File: src/hdl/tbfa_pkg.sv
// Shared types, constants and layout functions for the two-region bitmap allocator.
package tbfa_pkg;

  localparam int MAP_BYTES       = 512;
  localparam int INODES_IN_BLOCK = 16;
  localparam int MAP_AW          = $clog2(MAP_BYTES);
  localparam int PTR_W           = MAP_AW + 1;

  localparam int ITB_W      = 7;
  localparam int DBLK_W     = 12;
  localparam int OP_W       = 3;
  localparam int IDX_W      = 12;
  localparam int ST_W       = 2;
  localparam int CNT_W      = 11;
  localparam int CFG_IDX_W  = 1;
  localparam int CFG_DATA_W = 12;

  localparam logic [ITB_W-1:0]  ITB_MIN  = 7'd1;
  localparam logic [ITB_W-1:0]  ITB_MAX  = 7'd64;
  localparam logic [DBLK_W-1:0] DBLK_MIN = 12'd4;
  localparam logic [DBLK_W-1:0] DBLK_MAX = 12'd3072;
  localparam logic [CNT_W-1:0]  CNT_MAX  = 11'd2047;

  localparam logic [ITB_W-1:0]  RST_ITB  = 7'd1;
  localparam logic [DBLK_W-1:0] RST_DBLK = 12'd64;

  localparam logic [7:0] BYTE_FULL = 8'hFF;
  localparam logic [7:0] MSB_BIT   = 8'h80;

  typedef enum logic [OP_W-1:0] {
    OP_GRAB_INODE = 3'd0,
    OP_GRAB_DATA  = 3'd1,
    OP_FREE_INODE = 3'd2,
    OP_FREE_DATA  = 3'd3,
    OP_FORMAT     = 3'd4
  } op_t;

  typedef enum logic [ST_W-1:0] {
    ST_OK    = 2'd0,
    ST_NONE  = 2'd1,
    ST_RANGE = 2'd2
  } status_t;

  typedef enum logic [CFG_IDX_W-1:0] {
    CFG_ITB  = 1'd0,
    CFG_DBLK = 1'd1
  } cfg_idx_t;

  // Region layout derived from the configuration registers
  typedef struct packed {
    logic              ok;
    logic [CNT_W-1:0]  inodes;
    logic [PTR_W-1:0]  ibytes;
    logic [PTR_W-1:0]  tbytes;
    logic [7:0]        imask;
    logic [7:0]        dmask;
    logic [DBLK_W-1:0] dlim;
    logic [ITB_W:0]    dbase;
  } layout_t;

  typedef struct packed {
    logic              we;
    logic [MAP_AW-1:0] waddr;
    logic [7:0]        wdata;
    logic              re;
    logic [MAP_AW-1:0] raddr;
  } ram_req_t;

  // Mask that keeps the ex leading bits of the last byte of a region
  function automatic logic [7:0] pad_mask(input logic [2:0] ex);
    logic [15:0] t;
    t = 16'(BYTE_FULL) << (4'd8 - {1'b0, ex});
    if (ex == 3'd0) return BYTE_FULL;
    return t[7:0];
  endfunction

  function automatic layout_t calc_layout(input logic [ITB_W-1:0] itb,
                                          input logic [DBLK_W-1:0] db);
    layout_t     l;
    logic [17:0] inodes_w;
    logic [12:0] data_w;
    logic [17:0] ibytes_w;
    logic [17:0] dbytes_w;
    logic [17:0] tbytes_w;
    inodes_w = 18'(itb) * 18'(INODES_IN_BLOCK);
    data_w   = 13'(db) - 13'(itb) - 13'd2;
    ibytes_w = (inodes_w + 18'd7) >> 3;
    dbytes_w = (18'(data_w) + 18'd7) >> 3;
    tbytes_w = ibytes_w + dbytes_w;
    l.ok     = (itb >= ITB_MIN) && (itb <= ITB_MAX) &&
               (db >= DBLK_MIN) && (db <= DBLK_MAX) &&
               (13'(db) >= 13'(itb) + 13'd3) &&
               (inodes_w <= 18'(CNT_MAX)) &&
               (tbytes_w <= 18'(MAP_BYTES));
    l.inodes = inodes_w[CNT_W-1:0];
    l.ibytes = ibytes_w[PTR_W-1:0];
    l.tbytes = tbytes_w[PTR_W-1:0];
    l.imask  = pad_mask(inodes_w[2:0]);
    l.dmask  = pad_mask(data_w[2:0]);
    l.dlim   = db - 12'd1;
    l.dbase  = {1'b0, itb} + 8'd1;
    return l;
  endfunction

  localparam layout_t RST_LAYOUT = calc_layout(RST_ITB, RST_DBLK);

  // Position of the first set bit counted from the MSB
  function automatic logic [2:0] lead_pos(input logic [7:0] b);
    logic [2:0] p;
    p = 3'd0;
    for (int k = 0; k < 8; k++) begin
      if (b[k]) p = 3'(7 - k);
    end
    return p;
  endfunction

endpackage

File: src/hdl/tbfa_layout.sv
// Region layout and validity check, registered from the configuration registers.
module tbfa_layout
  import tbfa_pkg::*;
(
  input  logic              clk,
  input  logic              rst_n,
  input  logic [ITB_W-1:0]  itb,
  input  logic [DBLK_W-1:0] dblk,
  output layout_t           lay
);

  layout_t lay_r;
  layout_t lay_nxt;

  assign lay_nxt = calc_layout(itb, dblk);

  always_ff @(posedge clk) begin
    if (!rst_n) begin
      lay_r <= RST_LAYOUT;
    end else begin
      lay_r <= lay_nxt;
    end
  end

  assign lay = lay_r;

endmodule

File: config.mk
export PLATFORM = sky130hd
export DESIGN_NAME = tbfa_layout
export DESIGN_NICKNAME = d
export VERILOG_FILES = /design/src/hdl/tbfa_pkg.sv /design/src/hdl/tbfa_layout.sv
export SDC_FILE = /design/constraint.sdc
export NUM_CORES = 1
export LEC_CHECK = 0
export ABC_AREA = 1
export ABC_CLOCK_PERIOD_IN_PS = 3400
export BUFFER_PORTS_ARGS = -buffer_cell sky130_fd_sc_hd__buf_2
export CAP_MARGIN = 30
export CORE_MARGIN = 4
export CORE_UTILIZATION = 48
export DETAILED_ROUTE_END_ITERATION = 10
export PLACE_DENSITY = 0.82
export SKIP_CTS_REPAIR_TIMING = 1
export SYNTH_ARGS = -nofsm -noshare
export SYNTH_HDL_FRONTEND = slang
export SYNTH_SLANG_ARGS = --single-unit
File: constraint.sdc
create_clock -name clk -period 3.4 [get_ports clk]
set_input_delay 0.34 -clock clk [delete_from_list [all_inputs] [get_ports clk]]
set_output_delay 0.34 -clock clk [all_outputs]
set_load 0.02 [all_outputs]
# After elaboration in Yosys (flattened, before gate mapping)
# Cells that the tools add are included.
# W data, S select, Z words.
classes:
  reduce_logical: 7
  magnitude_cmp: 7
  muxes: 3
  n_shift: 1
  n_addsub: 9
ops:
  columns: ["op", "count"]
  rows:
  - ["$mux W8", 2]
  - ["$add A13 B3 Y14 const B", 1]
  - ["$sub A12 B7 Y13", 1]
  - ["$sub A13 B2 Y13 const B", 1]
  - ["$add A11 B3 Y12 const B", 1]
  - ["$add A9 B11 Y12", 1]
  - ["$ge A12 B3 Y1 const B", 1]
  - ["$ge A12 B8 Y1", 1]
  - ["$le A12 B10 Y1 const B", 1]
  - ["$le A12 B12 Y1 const B", 1]
  - ["$sub A12 B1 Y12 const B", 1]
  - ["$le A11 B11 Y1 const B", 1]
  - ["$add A7 B1 Y8 const B", 1]
  - ["$add A7 B2 Y8 const B", 1]
  - ["$shl A8 B4 Y8 const A", 1]
  - ["$ge A7 B1 Y1 const B", 1]
  - ["$le A7 B7 Y1 const B", 1]
  - ["$logic_and A1 B1 Y1", 6]
  - ["$sub A4 B3 Y4 const A", 1]
  - ["$logic_not A3 Y1", 1]
  - ["$mux W1", 1]
word_totals:
  inputBits: 21
  register_bits: 68
  word_cells: 36
  output_inout_bits: 68

# Longest topological paths before layout
logic_depth:
  depth_word: 7
  mapped_depth: 30

# Worst setup path before layout
# No wires, ideal clock.
synth_timing:
  path_kind: "input -> register"
  start: "input dblk[1]"
  end: "register lay_r, in the netlist lay[67]"
  n_path_buf: 0
  cell_stages: 27
  setup_time_ns: 0.061
  path_slack_ns: -0.150
  t_arrival_ns: 3.489
  cell_sequence: "inv_1 ha_1 inv_1 ha_1 inv_1 fa_1 nand2_1 nor2_1 nor2_2 nand3_2 nor2_2 nand2_1 nand2_1 nand2_1 inv_1 ha_1 a21oi_1 nand2_1 a21oi_1 o21bai_1 xnor2_1 nand2_1 nor2_1 nand3_1 nand3_1 nand2_1 nand2_1"
synth_between:
  elab_chain_len: 6
  elab_cells_between_ends: 13
synth_rtl:
  columns: ["element", "line", "rtl"]
  rows:
  - ["start, declared", "tbfa_layout.sv:8", "input logic [DBLK_W-1:0] dblk,"]
  - ["$sub A12 B7 Y13 or $ge A12 B3 Y1 (tied branches)", "tbfa_pkg.sv:86, tbfa_pkg.sv:91", null]
  - ["$sub A13 B2 Y13 or $logic_and A1 B1 Y1 (tied branches)", "tbfa_pkg.sv:86, tbfa_pkg.sv:90", null]
  - ["$add A13 B3 Y14 or $logic_and A1 B1 Y1 (tied branches)", "tbfa_pkg.sv:88, tbfa_pkg.sv:91", null]
  - ["$add A9 B11 Y12 or $logic_and A1 B1 Y1 (tied branches)", "tbfa_pkg.sv:89, tbfa_pkg.sv:91", null]
  - ["$le A12 B10 Y1 or $logic_and A1 B1 Y1 (tied branches)", "tbfa_pkg.sv:94, tbfa_pkg.sv:92", null]
  - ["$logic_and A1 B1 Y1 *", "tbfa_pkg.sv:93", "(inodes_w <= 18'(CNT_MAX)) &&"]
  - ["end signal, assigned", "tbfa_layout.sv:21", "lay_r <= lay_nxt;"]
  - ["end, declared", "tbfa_layout.sv:12", "layout_t lay_r;"]
# Every way passes the cells marked *; elsewhere a longest branch is shown, timed or not.
# A chain may end at the register's enable or synchronous reset.

# Worst setup path after layout
# Ends and elaborated chain as after synthesis.

==> flow_summary.ini <==
[clock_tree]
clkSinkCount = 46
root_buffer = clkbuf_8
cts_buffer_depth = 2
clk_pin_slew_ns = 0.10
cts_tree = yes
cts-buffers-inserted = 5
cts_max_level = 2

[global_route]
grt_pass1_vias = 3404
grt_max_degree = 25
antenna_found_initial = 0
gr-usage-all-layers = 0.228
grt_pass1_wl_mm = 15.6
grt-ovfl-total = 0

[floorplanning]
core.rowCount = 30
coreArea_um2 = 6790
io_pins = 89
chipWidth_um = 91.8
dieArea_um2 = 8440
die_h_um = 91.8
start_util = 0.497

[timing]
max_freq_mhz = 292
period_share = 1.01
relSlewSlack = 0.388
drv_slew = 0
fin_hold_ws_ns = 0.307
grt_setup_unrepaired = true
setup_tns_ns = -0.0226
fin_crit_ns = 3.42
worst_slew_pin_slew_ns = 0.895
hold_violations = 0
fin_ws_ns = -0.0226
setup_violations = 1

[cells_and_area]
drive_above_1_share = 0.356
area_growth_syn_to_layout_pct = 35.1
design_area_um2 = 4560
final_common_cell = nand2_1
final_cell_mix = 93 x nand2_1, 71 x inv_1, 71 x buf_2
final_util = 0.671
largest_reg_flops = 46
fin_cells = 703
final_nets = 667
n_antenna_cell = 0

[drt]
num_vias = 3743
routedWlPerCell_um = 15.8
antenna_left = 0
vias_per_cell = 5.32
drc_errors = 0
drt_wl_total_mm = 11.1
drt_iter0_drc = 348
firstDrtPassIters = 7

[pwr]
p_seq_frac = 0.268
peakVddDrop_uv = 204
p_switching_mw = 0.963
p_clk_frac = 0.176
p_comb_frac = 0.555
p_per_area_nw_per_um2 = 517
swShare = 0.409
p_leak_nw = 2.38
p_int_mw = 1.39
totalPowerFinal_mw = 2.35

[flow_run]
drv_cap = 0

[critical_path]
crit_required_ns = 3.65
cp-end-kind = flip-flop
crit_type = primary input to flip-flop
crit_path_start_kind = primary input
cp.arrival_ns = 3.68
path_max_fanout = 4

[placed_design]
io_buffers = 73
gp_congestion = 0.925
place_area_um2 = 4150
dp_hpwl_mm = 7.85
placed_cells = 688
dp_slack_ns = -0.298

[synthesis]
synth.avg_cell_area_um2 = 6.90
ys_ff_latch = 46
synth-main-ff-cell = dfxtp_1
synth.distinct_cells = 35
yosysWarningCount = 0
async_flop_share = 0
postSynthCellCount = 489
ys_seq_area_frac = 0.273
syn_area_um2 = 3370
synth_edf_count = 0

[min_path]
min_path_type = primary input to flip-flop

[status]
failed_checks = negative setup slack
status = complete, but fails checks
power groups by stage:
stage                     Combinational, mW  Sequential (mW)  Clock, mW
after floorplan                       0.577            0.739          0
after global placement                 1.02            0.639          0
after detailed placement               1.07            0.643          0
after CTS                              1.08            0.631      0.416
after global routing                   1.39            0.638      0.442
final                                  1.31            0.632      0.415
path summary, 6_finish.rpt:
check / start / endpoint / cells past startpoint
worst min-delay path: dblk[0] / lay[8] / 3
worst max-delay path: dblk[1] / lay[67] / 27
cell type report:
cell class | instances | area [um^2]
Fill cell | 527 | 2240
Tap cell | 96 | 120
Clock inverter | 3 | 45.0
Sequential cell | 46 | 921
Multi-Input combinational cell | 343 | 2290
Timing Repair Buffer | 127 | 791
Clock buffer | 5 | 68.8
Inverter | 83 | 318
cell families (layout without fill, tap and decap cells):
family | Yosys count | in the layout | synth area share
XOR/XNOR | 18 | 18 | 0.0467
flip-flops | 46 | 46 | 0.273
AND/OR/NAND/NOR | 225 | 225 | 0.296
buffers and inverters | 113 | 218 | 0.153
other | 2 | 15 | 0.00223
adder cells (fa/ha/maj) | 40 | 40 | 0.153
AO/OA/AOI/OAI | 45 | 45 | 0.0764
synthesized netlist by cell type, types with 3 or more instances:
cell	n	area [um^2]
nand3_1	36	180
xnor2_1	8	70.1
a21oi_1	22	110
xor2_1	10	87.6
nor4_1	5	31.3
o31ai_1	3	22.5
or2_2	3	18.8
inv_1	82	308
ha_1	38	475
buf_4	22	165
o21ai_0	12	60.1
nand4_1	4	25.0
nand3_2	4	40.0
nor2_1	50	188
clkbuf_1	5	18.8
dfxtp_1	46	921
nand2_2	7	43.8
nor2_2	7	43.8
nand2_1	102	383
nor3_1	5	25.0
critical path: stages:
cell	delay, ns
buf_8	0.08
inv_4	0.03
ha_4	0.26
inv_4	0.03
ha_4	0.15
inv_2	0.05
fa_2	0.47
nand2_2	0.11
nor2_4	0.04
nor2_2	0.09
nand3_2	0.14
nor2_4	0.20
nand2_2	0.09
nand2_1	0.07
nand2_1	0.06
inv_2	0.07
ha_4	0.22
a21oi_4	0.14
nand2_2	0.08
buf_4	0.14
xnor2_1	0.21
nand3_1	0.17
nor2_2	0.17
nand3_2	0.08
nand3_2	0.06
nand2_1	0.05
nand2_1	0.06
routing by layer:
| metal | up-vias | GRT usage | wire, um |
|---|---|---|---|
| li1 | 1737 | - | - |
| met1 | 1665 | 0.272 | 4110 |
| met2 | 274 | 0.398 | 5100 |
| met3 | 67 | 0.0427 | 1220 |
| met4 | 0 | 0.101 | 663 |
| met5 | - | 0 | 0 |
No activity file was read; power rests on OpenSTA's default activity.
