$ cat src/hdl/tbfa_pkg.sv
// Shared types, constants and layout functions for the two-region bitmap allocator.
package tbfa_pkg;

  localparam int MAP_BYTES       = 512;
  localparam int INODES_IN_BLOCK = 16;
  localparam int MAP_AW          = $clog2(MAP_BYTES);
  localparam int PTR_W           = MAP_AW + 1;

  localparam int ITB_W      = 7;
  localparam int DBLK_W     = 12;
  localparam int OP_W       = 3;
  localparam int IDX_W      = 12;
  localparam int ST_W       = 2;
  localparam int CNT_W      = 11;
  localparam int CFG_IDX_W  = 1;
  localparam int CFG_DATA_W = 12;

  localparam logic [ITB_W-1:0]  ITB_MIN  = 7'd1;
  localparam logic [ITB_W-1:0]  ITB_MAX  = 7'd64;
  localparam logic [DBLK_W-1:0] DBLK_MIN = 12'd4;
  localparam logic [DBLK_W-1:0] DBLK_MAX = 12'd3072;
  localparam logic [CNT_W-1:0]  CNT_MAX  = 11'd2047;

  localparam logic [ITB_W-1:0]  RST_ITB  = 7'd1;
  localparam logic [DBLK_W-1:0] RST_DBLK = 12'd64;

  localparam logic [7:0] BYTE_FULL = 8'hFF;
  localparam logic [7:0] MSB_BIT   = 8'h80;

  typedef enum logic [OP_W-1:0] {
    OP_GRAB_INODE = 3'd0,
    OP_GRAB_DATA  = 3'd1,
    OP_FREE_INODE = 3'd2,
    OP_FREE_DATA  = 3'd3,
    OP_FORMAT     = 3'd4
  } op_t;

  typedef enum logic [ST_W-1:0] {
    ST_OK    = 2'd0,
    ST_NONE  = 2'd1,
    ST_RANGE = 2'd2
  } status_t;

  typedef enum logic [CFG_IDX_W-1:0] {
    CFG_ITB  = 1'd0,
    CFG_DBLK = 1'd1
  } cfg_idx_t;

  // Region layout derived from the configuration registers
  typedef struct packed {
    logic              ok;
    logic [CNT_W-1:0]  inodes;
    logic [PTR_W-1:0]  ibytes;
    logic [PTR_W-1:0]  tbytes;
    logic [7:0]        imask;
    logic [7:0]        dmask;
    logic [DBLK_W-1:0] dlim;
    logic [ITB_W:0]    dbase;
  } layout_t;

  typedef struct packed {
    logic              we;
    logic [MAP_AW-1:0] waddr;
    logic [7:0]        wdata;
    logic              re;
    logic [MAP_AW-1:0] raddr;
  } ram_req_t;

  // Mask that keeps the ex leading bits of the last byte of a region
  function automatic logic [7:0] pad_mask(input logic [2:0] ex);
    logic [15:0] t;
    t = 16'(BYTE_FULL) << (4'd8 - {1'b0, ex});
    if (ex == 3'd0) return BYTE_FULL;
    return t[7:0];
  endfunction

  function automatic layout_t calc_layout(input logic [ITB_W-1:0] itb,
                                          input logic [DBLK_W-1:0] db);
    layout_t     l;
    logic [17:0] inodes_w;
    logic [12:0] data_w;
    logic [17:0] ibytes_w;
    logic [17:0] dbytes_w;
    logic [17:0] tbytes_w;
    inodes_w = 18'(itb) * 18'(INODES_IN_BLOCK);
    data_w   = 13'(db) - 13'(itb) - 13'd2;
    ibytes_w = (inodes_w + 18'd7) >> 3;
    dbytes_w = (18'(data_w) + 18'd7) >> 3;
    tbytes_w = ibytes_w + dbytes_w;
    l.ok     = (itb >= ITB_MIN) && (itb <= ITB_MAX) &&
               (db >= DBLK_MIN) && (db <= DBLK_MAX) &&
               (13'(db) >= 13'(itb) + 13'd3) &&
               (inodes_w <= 18'(CNT_MAX)) &&
               (tbytes_w <= 18'(MAP_BYTES));
    l.inodes = inodes_w[CNT_W-1:0];
    l.ibytes = ibytes_w[PTR_W-1:0];
    l.tbytes = tbytes_w[PTR_W-1:0];
    l.imask  = pad_mask(inodes_w[2:0]);
    l.dmask  = pad_mask(data_w[2:0]);
    l.dlim   = db - 12'd1;
    l.dbase  = {1'b0, itb} + 8'd1;
    return l;
  endfunction

  localparam layout_t RST_LAYOUT = calc_layout(RST_ITB, RST_DBLK);

  // Position of the first set bit counted from the MSB
  function automatic logic [2:0] lead_pos(input logic [7:0] b);
    logic [2:0] p;
    p = 3'd0;
    for (int k = 0; k < 8; k++) begin
      if (b[k]) p = 3'(7 - k);
    end
    return p;
  endfunction

endpackage

$ cat src/hdl/tbfa_ctrl.sv
// Sequencer: byte scan, read-modify-write and format sweep over the bitmap store.
module tbfa_ctrl
  import tbfa_pkg::*;
(
  input  logic              clk,
  input  logic              rst_n,
  input  logic              in_valid,
  output logic              in_stall,
  input  logic [OP_W-1:0]   in_op,
  input  logic [IDX_W-1:0]  in_index,
  output logic              out_valid,
  input  logic              out_stall,
  output logic [ST_W-1:0]   out_status,
  output logic [IDX_W-1:0]  out_granted,
  output logic [CNT_W-1:0]  out_used_inodes,
  input  layout_t           lay,
  output ram_req_t          ram_req,
  input  logic [7:0]        ram_rdata
);

  typedef enum logic [7:0] {
    S_CLEAR  = 8'b0000_0001,
    S_IDLE   = 8'b0000_0010,
    S_DECODE = 8'b0000_0100,
    S_SCAN   = 8'b0000_1000,
    S_FREE   = 8'b0001_0000,
    S_FMT    = 8'b0010_0000,
    S_RESP   = 8'b0100_0000
  } state_t;

  state_t             state_r, state_nxt;
  op_t                op_r, op_nxt;
  logic [IDX_W-1:0]   idx_r, idx_nxt;
  logic [PTR_W-1:0]   ptr_r, ptr_nxt;
  logic [PTR_W-1:0]   scan_end_r, scan_end_nxt;
  logic [PTR_W-1:0]   base_r, base_nxt;
  logic               pend_r, pend_nxt;
  logic [MAP_AW-1:0]  pend_addr_r, pend_addr_nxt;
  logic [MAP_AW-1:0]  waddr_r, waddr_nxt;
  logic [7:0]         wmask_r, wmask_nxt;
  logic [PTR_W-1:0]   fmt_ib_r, fmt_ib_nxt;
  logic [PTR_W-1:0]   fmt_tb_r, fmt_tb_nxt;
  logic [7:0]         fmt_im_r, fmt_im_nxt;
  logic [7:0]         fmt_dm_r, fmt_dm_nxt;
  logic [CNT_W-1:0]   fmt_inodes_r, fmt_inodes_nxt;
  logic [CNT_W-1:0]   free_cnt_r, free_cnt_nxt;
  status_t            res_status_r, res_status_nxt;
  logic [IDX_W-1:0]   res_granted_r, res_granted_nxt;
  logic               out_valid_r, out_valid_nxt;
  status_t            out_status_r, out_status_nxt;
  logic [IDX_W-1:0]   out_granted_r, out_granted_nxt;
  logic [CNT_W-1:0]   out_used_r, out_used_nxt;

  logic [IDX_W-1:0]   rel_blk;
  logic [PTR_W-1:0]   blk_addr;
  logic [2:0]         bit_pos;
  logic [PTR_W-1:0]   rel_byte;
  logic [IDX_W-1:0]   rel_bit;
  logic [7:0]         fmt_byte;
  logic [CNT_W-1:0]   used_w;

  assign in_stall = (state_r != S_IDLE);

  always_comb begin
    rel_blk  = idx_r - IDX_W'(lay.dbase);
    blk_addr = lay.ibytes + PTR_W'(rel_blk >> 3);
    bit_pos  = lead_pos(ram_rdata);
    rel_byte = PTR_W'({1'b0, pend_addr_r}) - base_r;
    rel_bit  = IDX_W'({rel_byte, bit_pos});
    if (ptr_r >= fmt_tb_r) fmt_byte = 8'h00;
    else if (ptr_r == fmt_tb_r - PTR_W'(1)) fmt_byte = fmt_dm_r;
    else if (ptr_r == fmt_ib_r - PTR_W'(1)) fmt_byte = fmt_im_r;
    else fmt_byte = BYTE_FULL;
    if (!lay.ok || (free_cnt_r > lay.inodes)) used_w = '0;
    else used_w = lay.inodes - free_cnt_r;
  end

  always_comb begin
    state_nxt       = state_r;
    op_nxt          = op_r;
    idx_nxt         = idx_r;
    ptr_nxt         = ptr_r;
    scan_end_nxt    = scan_end_r;
    base_nxt        = base_r;
    pend_nxt        = 1'b0;
    pend_addr_nxt   = pend_addr_r;
    waddr_nxt       = waddr_r;
    wmask_nxt       = wmask_r;
    fmt_ib_nxt      = fmt_ib_r;
    fmt_tb_nxt      = fmt_tb_r;
    fmt_im_nxt      = fmt_im_r;
    fmt_dm_nxt      = fmt_dm_r;
    fmt_inodes_nxt  = fmt_inodes_r;
    free_cnt_nxt    = free_cnt_r;
    res_status_nxt  = res_status_r;
    res_granted_nxt = res_granted_r;
    out_valid_nxt   = out_valid_r && out_stall;
    out_status_nxt  = out_status_r;
    out_granted_nxt = out_granted_r;
    out_used_nxt    = out_used_r;
    ram_req         = '0;

    case (state_r)
      S_CLEAR, S_FMT: begin
        ram_req.we    = 1'b1;
        ram_req.waddr = ptr_r[MAP_AW-1:0];
        ram_req.wdata = fmt_byte;
        if (ptr_r == PTR_W'(MAP_BYTES - 1)) begin
          ptr_nxt = '0;
          if (state_r == S_FMT) begin
            free_cnt_nxt = fmt_inodes_r;
            state_nxt    = S_RESP;
          end else begin
            state_nxt = S_IDLE;
          end
        end else begin
          ptr_nxt = ptr_r + PTR_W'(1);
        end
      end

      S_IDLE: begin
        if (in_valid) begin
          op_nxt    = op_t'(in_op);
          idx_nxt   = in_index;
          state_nxt = S_DECODE;
        end
      end

      S_DECODE: begin
        res_status_nxt  = ST_OK;
        res_granted_nxt = '0;
        if (!lay.ok) begin
          res_status_nxt = ST_RANGE;
          state_nxt      = S_RESP;
        end else begin
          case (op_r)
            OP_GRAB_INODE: begin
              ptr_nxt      = '0;
              base_nxt     = '0;
              scan_end_nxt = lay.ibytes;
              state_nxt    = S_SCAN;
            end
            OP_GRAB_DATA: begin
              ptr_nxt      = lay.ibytes;
              base_nxt     = lay.ibytes;
              scan_end_nxt = lay.tbytes;
              state_nxt    = S_SCAN;
            end
            OP_FREE_INODE: begin
              if (idx_r >= IDX_W'(lay.inodes)) begin
                res_status_nxt = ST_RANGE;
                state_nxt      = S_RESP;
              end else begin
                ram_req.re    = 1'b1;
                ram_req.raddr = MAP_AW'(idx_r >> 3);
                waddr_nxt     = MAP_AW'(idx_r >> 3);
                wmask_nxt     = MSB_BIT >> idx_r[2:0];
                state_nxt     = S_FREE;
              end
            end
            OP_FREE_DATA: begin
              if ((idx_r >= lay.dlim) || (idx_r < IDX_W'(lay.dbase))) begin
                res_status_nxt = ST_RANGE;
                state_nxt      = S_RESP;
              end else begin
                ram_req.re    = 1'b1;
                ram_req.raddr = blk_addr[MAP_AW-1:0];
                waddr_nxt     = blk_addr[MAP_AW-1:0];
                wmask_nxt     = MSB_BIT >> rel_blk[2:0];
                state_nxt     = S_FREE;
              end
            end
            OP_FORMAT: begin
              fmt_ib_nxt     = lay.ibytes;
              fmt_tb_nxt     = lay.tbytes;
              fmt_im_nxt     = lay.imask;
              fmt_dm_nxt     = lay.dmask;
              fmt_inodes_nxt = lay.inodes;
              ptr_nxt        = '0;
              state_nxt      = S_FMT;
            end
            default: begin
              res_status_nxt = ST_RANGE;
              state_nxt      = S_RESP;
            end
          endcase
        end
      end

      S_SCAN: begin
        // check the byte read last cycle while the next read is issued
        if (pend_r && (ram_rdata != 8'h00)) begin
          ram_req.we    = 1'b1;
          ram_req.waddr = pend_addr_r;
          ram_req.wdata = ram_rdata & ~(MSB_BIT >> bit_pos);
          if (op_r == OP_GRAB_DATA) begin
            res_granted_nxt = rel_bit + IDX_W'(lay.dbase);
          end else begin
            res_granted_nxt = rel_bit;
            if (free_cnt_r != '0) free_cnt_nxt = free_cnt_r - CNT_W'(1);
          end
          state_nxt = S_RESP;
        end else if (ptr_r >= scan_end_r) begin
          res_status_nxt = ST_NONE;
          state_nxt      = S_RESP;
        end else begin
          ram_req.re    = 1'b1;
          ram_req.raddr = ptr_r[MAP_AW-1:0];
          pend_nxt      = 1'b1;
          pend_addr_nxt = ptr_r[MAP_AW-1:0];
          ptr_nxt       = ptr_r + PTR_W'(1);
        end
      end

      S_FREE: begin
        ram_req.we    = 1'b1;
        ram_req.waddr = waddr_r;
        ram_req.wdata = ram_rdata | wmask_r;
        // count only a bit that was actually taken before
        if ((op_r == OP_FREE_INODE) && ((ram_rdata & wmask_r) == 8'h00) &&
            (free_cnt_r < CNT_MAX)) begin
          free_cnt_nxt = free_cnt_r + CNT_W'(1);
        end
        state_nxt = S_RESP;
      end

      S_RESP: begin
        if (!out_valid_r || !out_stall) begin
          out_valid_nxt   = 1'b1;
          out_status_nxt  = res_status_r;
          out_granted_nxt = res_granted_r;
          out_used_nxt    = used_w;
          state_nxt       = S_IDLE;
        end
      end

      default: begin
        state_nxt = S_IDLE;
      end
    endcase
  end

  always_ff @(posedge clk) begin
    if (!rst_n) begin
      state_r      <= S_CLEAR;
      ptr_r        <= '0;
      pend_r       <= 1'b0;
      fmt_ib_r     <= RST_LAYOUT.ibytes;
      fmt_tb_r     <= RST_LAYOUT.tbytes;
      fmt_im_r     <= RST_LAYOUT.imask;
      fmt_dm_r     <= RST_LAYOUT.dmask;
      fmt_inodes_r <= RST_LAYOUT.inodes;
      free_cnt_r   <= RST_LAYOUT.inodes;
      out_valid_r  <= 1'b0;
    end else begin
      state_r      <= state_nxt;
      ptr_r        <= ptr_nxt;
      pend_r       <= pend_nxt;
      fmt_ib_r     <= fmt_ib_nxt;
      fmt_tb_r     <= fmt_tb_nxt;
      fmt_im_r     <= fmt_im_nxt;
      fmt_dm_r     <= fmt_dm_nxt;
      fmt_inodes_r <= fmt_inodes_nxt;
      free_cnt_r   <= free_cnt_nxt;
      out_valid_r  <= out_valid_nxt;
    end
  end

  always_ff @(posedge clk) begin
    op_r          <= op_nxt;
    idx_r         <= idx_nxt;
    scan_end_r    <= scan_end_nxt;
    base_r        <= base_nxt;
    pend_addr_r   <= pend_addr_nxt;
    waddr_r       <= waddr_nxt;
    wmask_r       <= wmask_nxt;
    res_status_r  <= res_status_nxt;
    res_granted_r <= res_granted_nxt;
    out_status_r  <= out_status_nxt;
    out_granted_r <= out_granted_nxt;
    out_used_r    <= out_used_nxt;
  end

  assign out_valid       = out_valid_r;
  assign out_status      = out_status_r;
  assign out_granted     = out_granted_r;
  assign out_used_inodes = out_used_r;

  a_accept_decode: assert property (@(posedge clk) disable iff (!rst_n)
    (in_valid && !in_stall) |=> (state_r == S_DECODE))
    else $error("accepted transaction did not enter decode");

  a_out_from_resp: assert property (@(posedge clk) disable iff (!rst_n)
    $rose(out_valid_r) |-> $past(state_r == S_RESP))
    else $error("result raised outside the response state");

  a_we_states: assert property (@(posedge clk) disable iff (!rst_n)
    ram_req.we |-> ((state_r == S_SCAN) || (state_r == S_FREE) ||
                    (state_r == S_CLEAR) || (state_r == S_FMT)))
    else $error("bitmap written from an unexpected state");

  a_scan_bound: assert property (@(posedge clk) disable iff (!rst_n)
    (state_r == S_SCAN) |-> (ptr_r <= scan_end_r))
    else $error("scan pointer passed the region end");

  a_fail_no_grant: assert property (@(posedge clk) disable iff (!rst_n)
    (out_valid_r && (out_status_r != ST_OK)) |-> (out_granted_r == '0))
    else $error("failed transaction carries a granted number");

endmodule

$ cat config.mk
export PLATFORM = sky130hd
export DESIGN_NAME = tbfa_ctrl
export DESIGN_NICKNAME = d
export VERILOG_FILES = /design/src/hdl/tbfa_pkg.sv /design/src/hdl/tbfa_ctrl.sv
export SDC_FILE = /design/constraint.sdc
export NUM_CORES = 1
export LEC_CHECK = 0
export BUFFER_PORTS_ARGS = -buffer_cell sky130_fd_sc_hd__buf_2
export CAP_MARGIN = 20
export CORE_MARGIN = 4
export CORE_UTILIZATION = 55
export DETAILED_ROUTE_END_ITERATION = 10
export PLACE_DENSITY = 0.72
export SETUP_SLACK_MARGIN = 0.5
export SLEW_MARGIN = 30
export SYNTH_ARGS = -nofsm -noshare
export SYNTH_HDL_FRONTEND = slang
export SYNTH_SLANG_ARGS = --single-unit
$ cat constraint.sdc
create_clock -name clk -period 4.15 [get_ports clk]
set_clock_uncertainty 0.1 [all_clocks]
set_input_delay 0.2075 -clock clk [delete_from_list [all_inputs] [get_ports clk]]
set_output_delay 0.2075 -clock clk [all_outputs]
set_load 0.05 [all_outputs]
After elaboration in Yosys (flattened, before gate mapping). Cells that the tools add are included.

Register bits after elaboration: 177. Bits of input ports: 95.

Bitwise logic cells: 8. Equality and inequality tests: 31. Muxes and demuxes: 65. Reduce and logical (&&, ||, !) cells: 35. Shift operators: 3. $lt $le $gt $ge: 7. Add/subtract/negate cells: 10.

Operators with widths (count): $mux W10 (9); $mux W8 (10); $pmux W10 S2 (4); $mux W11 (6); $pmux W18 S3 (1); $pmux W8 S6 (1); $pmux W9 S2 (2); $pmux W11 S3 (1); $pmux W10 S3 (1); $mux W7 (4); $ne A2 B2 Y1 const B (14); $pmux W7 S4 (1); $mux W12 (2); $mux W3 (8); $pmux W12 S2 (1); $shr A8 B3 Y8 const A (3); $eq A10 B10 Y1 (2); $ge A10 B10 Y1 (2); $sub A10 B1 Y10 const B (2); $mux W18 (1); $mux W9 (2); $and A8 B8 Y8 (2); $pmux W8 S2 (1); $add A12 B8 Y12 (1); 48 further kinds (78).

Depth between registers and ports, before layout. Gate-level depths: netlist of the first run.

Depth after elaboration: 13. Gate-level depth with buffers: 17.

Worst setup path before layout of the first run. Ideal clock, no wire load.

Path type: register to output. Start: reg idx_r[0]. End: out ram_req[6] (netlist bit). Buffers on the path: 0. Path slack: 0.073 ns. Required time: 3.843 ns. Data arrival time: 3.769 ns. Stages on the path, launching flop included: 14. Path through: edfxtp_1 -> inv_1 -> ha_1 -> fa_1 -> nand2b_1 -> a21oi_1 -> o41a_1 -> nor2_1 -> xor2_1 -> ha_1 -> a21boi_0 -> a311oi_1 -> xor2_1 -> o21ai_0.

RTL lines: start: declaration (RTL line tbfa_ctrl.sv:33) `logic [IDX_W-1:0] idx_r, idx_nxt;`; start signal: assignment (RTL line tbfa_ctrl.sv:271) `idx_r <= idx_nxt;`; end: declaration (RTL line tbfa_ctrl.sv:17) `output ram_req_t ram_req,`.

==> results.sh, run 1 <==
export IMPL_status="complete, no violations"
export IMPL_rows=53
export IMPL_max_freq_mhz=248
export IMPL_synth_top_area_frac=0.254
export IMPL_crit_chain="ha_1, nor2b_1, o21ai_2, nor2b_4, xnor2_1, ha_2, inv_1, fa_2, nor2b_1, o21a_1, a311oi_4, buf_4, buf_4, xor2_2, o21ai_1, buf_6"
export IMPL_synth_most_common_cell="nand2_1"
export IMPL_cts_root_buf="clkbuf_16"
export IMPL_routabilityCongestion=0.910
export IMPL_die_y_um=154
export IMPL_synthCells=1323
export IMPL_final_period_utilization=0.973
export IMPL_worst_pin_slew_ns=0.997
export IMPL_cpLargestDelayFamily="adder cells"
export IMPL_slew_viol_final=0
export IMPL_die_area_um2=23600
export IMPL_finalSetupViolCount=0
export IMPL_required_ns=3.84
export IMPL_grt_max_degree=39
export IMPL_synth_common_cells="nand2_1, inv_1, edfxtp_1"
export IMPL_clock_sinks=176
export IMPL_cts_clk_slew_worst_paths_ns=0.07
export IMPL_start_util=0.557
export IMPL_synth_largest_area_cell="edfxtp_1"
export IMPL_drt_iter0_drc=1197
export IMPL_critPathMaxStageDelay_ns=0.42
export IMPL_synth_avg_cell_area_um2=8.83
export IMPL_htree_num_levels=4
export IMPL_hold_ws_ns=0.0172
export IMPL_ys_ff_latch=176
export IMPL_met3_usage=0.0825
export IMPL_antenna_found_initial=1
export IMPL_fin_tns_setup_ns=0
export IMPL_grt_pass1_wl_mm=56.8
export IMPL_async_flop_share=0
export IMPL_placed_area_um2=12800
export IMPL_routed_wirelength_mm=36.4
export IMPL_grtUsageTotal=0.303
export IMPL_overflow=0
export IMPL_grt_setup_unrepaired="yes"
export IMPL_syn_nets=1522
export IMPL_drv_cap=0
export IMPL_relSlewSlack=0.334
export IMPL_grt_util_met2=0.462
export IMPL_hold_violations=0
export IMPL_power_switching_uw=1410
export IMPL_crit_fanout=3
export IMPL_cp_end_kind="output port"
export IMPL_seqPwrFrac=0.418
export IMPL_met1_usage=0.428
export IMPL_firstDrtPassIters=7
export IMPL_place_port_buffers=149
export IMPL_clk_path_buf_depth=2
export IMPL_power_density_nw_per_um2=313
export IMPL_p_int_uw=3110
export IMPL_ys_seq_area_frac=0.386
export IMPL_drc=0
export IMPL_hold_path_class="input port to flop"
export IMPL_cts_tree="yes"
export IMPL_start_kind="flop"
export IMPL_fin_nets=1746
export IMPL_place_hpwl_mm=25.8
export IMPL_numCtsBuffers=17
export IMPL_clkPwrFrac=0.360
export IMPL_clock_latency_ns=0.43
export IMPL_post_drt_wl_per_cell_um=19.8
export IMPL_ir_drop_v=0.000278
export IMPL_synth_top_flop_cell="edfxtp_1"
export IMPL_design_area_um2=14500
export IMPL_combPwrFrac=0.222
export IMPL_num_io_pins=150
export IMPL_switching_share=0.311
export IMPL_routed_via_count=11000
export IMPL_core_area_um2=21000
export IMPL_ys_warn_count=0
export IMPL_drive_above_1_share=0.203
export IMPL_drtAntennaViolNets=0
export IMPL_grt_pass1_vias=10500
export IMPL_grt_busiest_layer="met2"
export IMPL_die_w_um=154
export IMPL_netlist_area_um2=11700
export IMPL_vias_per_cell=5.98
export IMPL_synthDistinctLibCells=85
export IMPL_syn2layout_area_growth_pct=23.7
export IMPL_path_class="flop to output port"
export IMPL_fin_crit_ns=4.04
export IMPL_arrival_ns=3.73
export IMPL_synth_area_leaders="edfxtp_1, dfxtp_1, ha_1, nand2_1, a21oi_1"
export IMPL_critPathSlowestCell="edfxtp_1"
export IMPL_p_leak_uw=0.00600
export IMPL_synth_enable_flop_cells=99
export IMPL_path_buf_inv=4
routing by layer:
layer | vias to the layer above | share of wire
met3 | 62 | 0.12
met1 | 5116 | 0.42
met2 | 586 | 0.44
met5 | - | 0
li1 | 5217 | -
met4 | 0 | 0.023
flip-flops by register name, summed over array words and instances (netlist names):
| register | flops |
|---|---|
| base_r | 9 |
| fmt_dm_r | 8 |
| fmt_ib_r | 10 |
| fmt_im_r | 8 |
| fmt_inodes_r | 11 |
| fmt_tb_r | 10 |
| free_cnt_r | 11 |
| idx_r | 12 |
| op_r | 3 |
| out_granted | 12 |
| out_status | 2 |
| out_used_inodes | 11 |
| out_valid | 1 |
| pend_addr_r | 9 |
| pend_r | 1 |
| ptr_r | 10 |
| res_granted_r | 12 |
| res_status_r | 2 |
| scan_end_r | 10 |
| state_r | 7 |
| waddr_r | 9 |
| wmask_r | 8 |
tightest hold or removal path, stage by stage:
cell,delay [ns]
buf_2,0.13
a221oi_2,0.07
nor3_2,0.09
stage by stage:
stage	worst slack, ns	power, µW	instances	utilization
6_report	0.112	4520	1836	0.690
3_3_place_gp	0.154	2750	1724	0.610
2_1_floorplan	0.410	2490	1323	-
5_1_grt	-0.0529	4690	1836	0.690
4_1_cts	0.135	4440	1825	0.676
3_5_place_dp	0.0618	2760	1724	0.610
layout by cell type, fill, tap and decap left out, drive strengths merged, types with 14 or more instances in the layout:
cell type / n
a211oi: 14
a21o: 18
a21oi: 99
a31oi: 19
and2: 15
buf: 199
clkbuf: 20
dfxtp: 77
dlygate4sd3: 54
edfxtp: 99
ha: 98
inv: 116
nand2: 201
nand2b: 16
nand3: 35
nand4: 14
nor2: 92
nor3: 36
o211ai: 14
o21a: 20
o21ai: 69
xnor2: 41
xor2: 24
path summary, 6_finish.rpt:
check                           slack (ns)            end             from  depth (start not counted)
worst max register to register        0.67     waddr_r[8]         idx_r[0]                         15
worst max-delay path                  0.11     ram_req[6]         idx_r[1]                         16
worst min register to register        0.32  out_status[0]  res_status_r[0]                          0
worst min-delay path                  0.02       ptr_r[1]          lay[47]                          3
area by class of cell:
type / count / area (µm²)
Fill cell: 1695 / 6500
Timing Repair Buffer: 253 / 1740
Antenna cell: 1 / 2.50
Clock inverter: 12 / 110
Multi-Input combinational cell: 992 / 6850
Clock buffer: 20 / 479
Inverter: 107 / 404
Sequential cell: 176 / 4510
Tap cell: 275 / 344
cells by family after synthesis:
group                    after synthesis  synth area share
XOR/XNOR                              65            0.0487
buffers and inverters                156            0.0548
AND/OR/NAND/NOR                      474             0.193
adder cells (fa/ha/maj)              104             0.115
flip-flops                           176             0.386
multiplexers                           4           0.00343
AO/OA/AOI/OAI                        344             0.199
repair_timing:
item                                    CTS  global route
gates cloned                              1             0
setup buffers                            15             9
endpoints found under the hold margin    63             1
gates resized for setup                  39            50
pin swaps                                16            24
endpoints found under the setup margin   16            20
hold buffers                             53             1
power groups by stage:
stage	clock (µW)	sequential, µW	combinational (µW)
floorplan	0	1920	567
global placement	0	1930	817
finish	1620	1890	1000
CTS	1630	1890	914
detailed placement	0	1930	827
global route	1720	1890	1080
No activity file was read; power rests on OpenSTA's default activity.
==> run 2, diff against run 1 <==
Settings changed: ABC_CLOCK_PERIOD_IN_PS set to 4150, CTS_BUF_LIST set to sky130_fd_sc_hd__clkbuf_8.
==> run 2 against run 1 <==
Compared with the run above:
- register-to-register slack worse by 0.06 ns
- first-iteration DRC count is 11% higher
- count of clock-buffer cells in the layout is 3 lower
- critical path depth stayed put
- maximum frequency is 0.75% lower
- die area stayed put
- cell area is 0.52% higher
==> results.sh, run 2 (synthesis gave the netlist of run 1 again) <==
export IMPL_clk_path_buf_depth=2
export IMPL_nFillCells=1695
export IMPL_grt_max_degree=39
export IMPL_layout_commonest_cell="nand2_1"
export IMPL_cp_end_kind="output port"
export IMPL_final_cell_mix="nand2_1, buf_2, inv_1, edfxtp_1, ha_1"
export IMPL_arrival_ns=3.76
export IMPL_drive_above_1_share=0.209
export IMPL_rows=53
export IMPL_status="complete, no violations"
export IMPL_switching_share=0.327
export IMPL_start_util=0.557
export IMPL_die_area_um2=23600
export IMPL_grt_pass1_wl_mm=57.0
export IMPL_routed_via_count=11100
export IMPL_firstDrtPassIters=9
export IMPL_grt_pass1_vias=10500
export IMPL_post_drt_wl_per_cell_um=19.9
export IMPL_power_switching_uw=1380
export IMPL_post_place_ws_ns=0.0618
export IMPL_required_ns=3.84
export IMPL_slew_viol_final=0
export IMPL_critPathSlowestCell="a311oi_4"
export IMPL_drt_iter0_drc=1334
export IMPL_cts_clk_slew_worst_paths_ns=0.10
export IMPL_routabilityCongestion=0.910
export IMPL_place_port_buffers=149
export IMPL_worst_pin_slew_ns=1.04
export IMPL_cts_root_buf="clkbuf_8"
export IMPL_overflow=0
export IMPL_finalSetupViolCount=0
export IMPL_num_io_pins=150
export IMPL_crit_fanout=3
export IMPL_fin_nets=1762
export IMPL_drv_cap=0
export IMPL_hold_path_class="input port to flop"
export IMPL_max_freq_mhz=246
export IMPL_routed_wirelength_mm=36.8
export IMPL_clock_sinks=176
export IMPL_cpLargestDelayFamily="compound AO/OA/AOI/OAI gates"
export IMPL_path_buf_inv=3
export IMPL_combPwrFrac=0.250
export IMPL_drc=0
export IMPL_die_w_um=154
export IMPL_core_area_um2=21000
export IMPL_grtUsageTotal=0.304
export IMPL_antenna_found_initial=1
export IMPL_path_class="flop to output port"
export IMPL_relSlewSlack=0.307
export IMPL_drtAntennaViolNets=0
export IMPL_p_leak_uw=0.00601
export IMPL_htree_num_levels=4
export IMPL_fin_util=0.693
export IMPL_numCtsBuffers=17
export IMPL_worst_slack_ns=0.0812
export IMPL_instances_no_fill=1852
export IMPL_power_density_nw_per_um2=291
export IMPL_clock_latency_ns=0.47
export IMPL_fin_tns_setup_ns=0
export IMPL_fin_crit_ns=4.07
export IMPL_grt_setup_unrepaired="yes"
export IMPL_final_period_utilization=0.980
export IMPL_p_int_uw=2840
export IMPL_critPathMaxStageDelay_ns=0.38
export IMPL_syn2layout_area_growth_pct=24.3
export IMPL_start_kind="flop"
export IMPL_cts_tree="yes"
export IMPL_seqPwrFrac=0.447
export IMPL_die_y_um=154
export IMPL_ir_drop_v=0.000185
export IMPL_clkPwrFrac=0.302
export IMPL_dp_cells=1724
export IMPL_place_hpwl_mm=25.8
export IMPL_hold_violations=0
export IMPL_vias_per_cell=6.01
export IMPL_crit_chain="inv_2, ha_4, fa_2, nand2b_4, a21oi_4, o41a_1, nor2_2, xor2_1, ha_1, buf_6, a311oi_4, a21oi_2, xnor2_2, xnor2_2, o21ai_4, buf_6"
run 2: changes by cell type in the layout (fill, tap and decap cells not counted), sizes merged:
cell / change
buf: +7
bufinv: +2
clkbuf: -3
dlygate4sd3: +9
inv: +1
run 2: per-layer routing:
metal,global-route usage,vias up,routed length [µm]
met2,0.465,620,16000
li1,-,5249,-
met5,0,-,0
met3,0.0715,68,4200
met4,0.0791,0,993
met1,0.435,5197,15600
run 2: path summary, 6_finish.rpt:
path	cells past startpoint	slack, ns	to	from
setup reg to reg	16	0.61	waddr_r[6]	idx_r[0]
setup / recovery	16	0.08	ram_req[8]	idx_r[0]
hold / removal	3	0.07	state_r[1]	in_valid
hold reg to reg	0	0.33	out_status[0]	res_status_r[0]
run 2: through the flow:
| stage | power, µW | hold WS, ns | instance area (µm²) |
|---|---|---|---|
| floorplan | 2490 | 0.206 | 11700 |
| global placement | 2750 | 0.284 | 12800 |
| global route | 4390 | 0.0516 | 14500 |
| CTS | 4100 | 0.0265 | 14200 |
| detailed placement | 2760 | 0.286 | 12800 |
| finish | 4230 | 0.0705 | 14500 |
run 2: tightest hold or removal path, delay by kind of cell:
kind,cells,cell delay [ns]
AND/OR/NAND/NOR,1,0.16
buffers and inverters,1,0.13
AO/OA/AOI/OAI,1,0.10
run 2: area by class of cell:
| class | instances | area [µm²] | share of cell area |
|---|---|---|---|
| Antenna cell | 1 | 2.50 | 0.000172 |
| Clock buffer | 17 | 234 | 0.0161 |
| Clock inverter | 15 | 174 | 0.0120 |
| Inverter | 107 | 404 | 0.0278 |
| Multi-Input combinational cell | 992 | 6930 | 0.477 |
| Sequential cell | 176 | 4510 | 0.311 |
| Tap cell | 275 | 344 | 0.0237 |
| Timing Repair Buffer | 269 | 1920 | 0.132 |
run 2: power by group through the flow:
stage                     registers, µW  logic (µW)  clock network [µW]
after floorplan                    1920         567                   0
after global placement             1930         817                   0
after detailed placement           1930         827                   0
after CTS                          1890         933                1280
after global routing               1890        1130                1370
final                              1890        1060                1280
run 2: timing repair:
item | CTS | global route
cloned | 1 | 0
pin swaps | 20 | 24
endpoints found under the hold margin | 74 | 0
resized for setup | 52 | 58
setup endpoints to repair | 21 | 20
hold buffers | 63 | 0
buffers inserted | 20 | 11
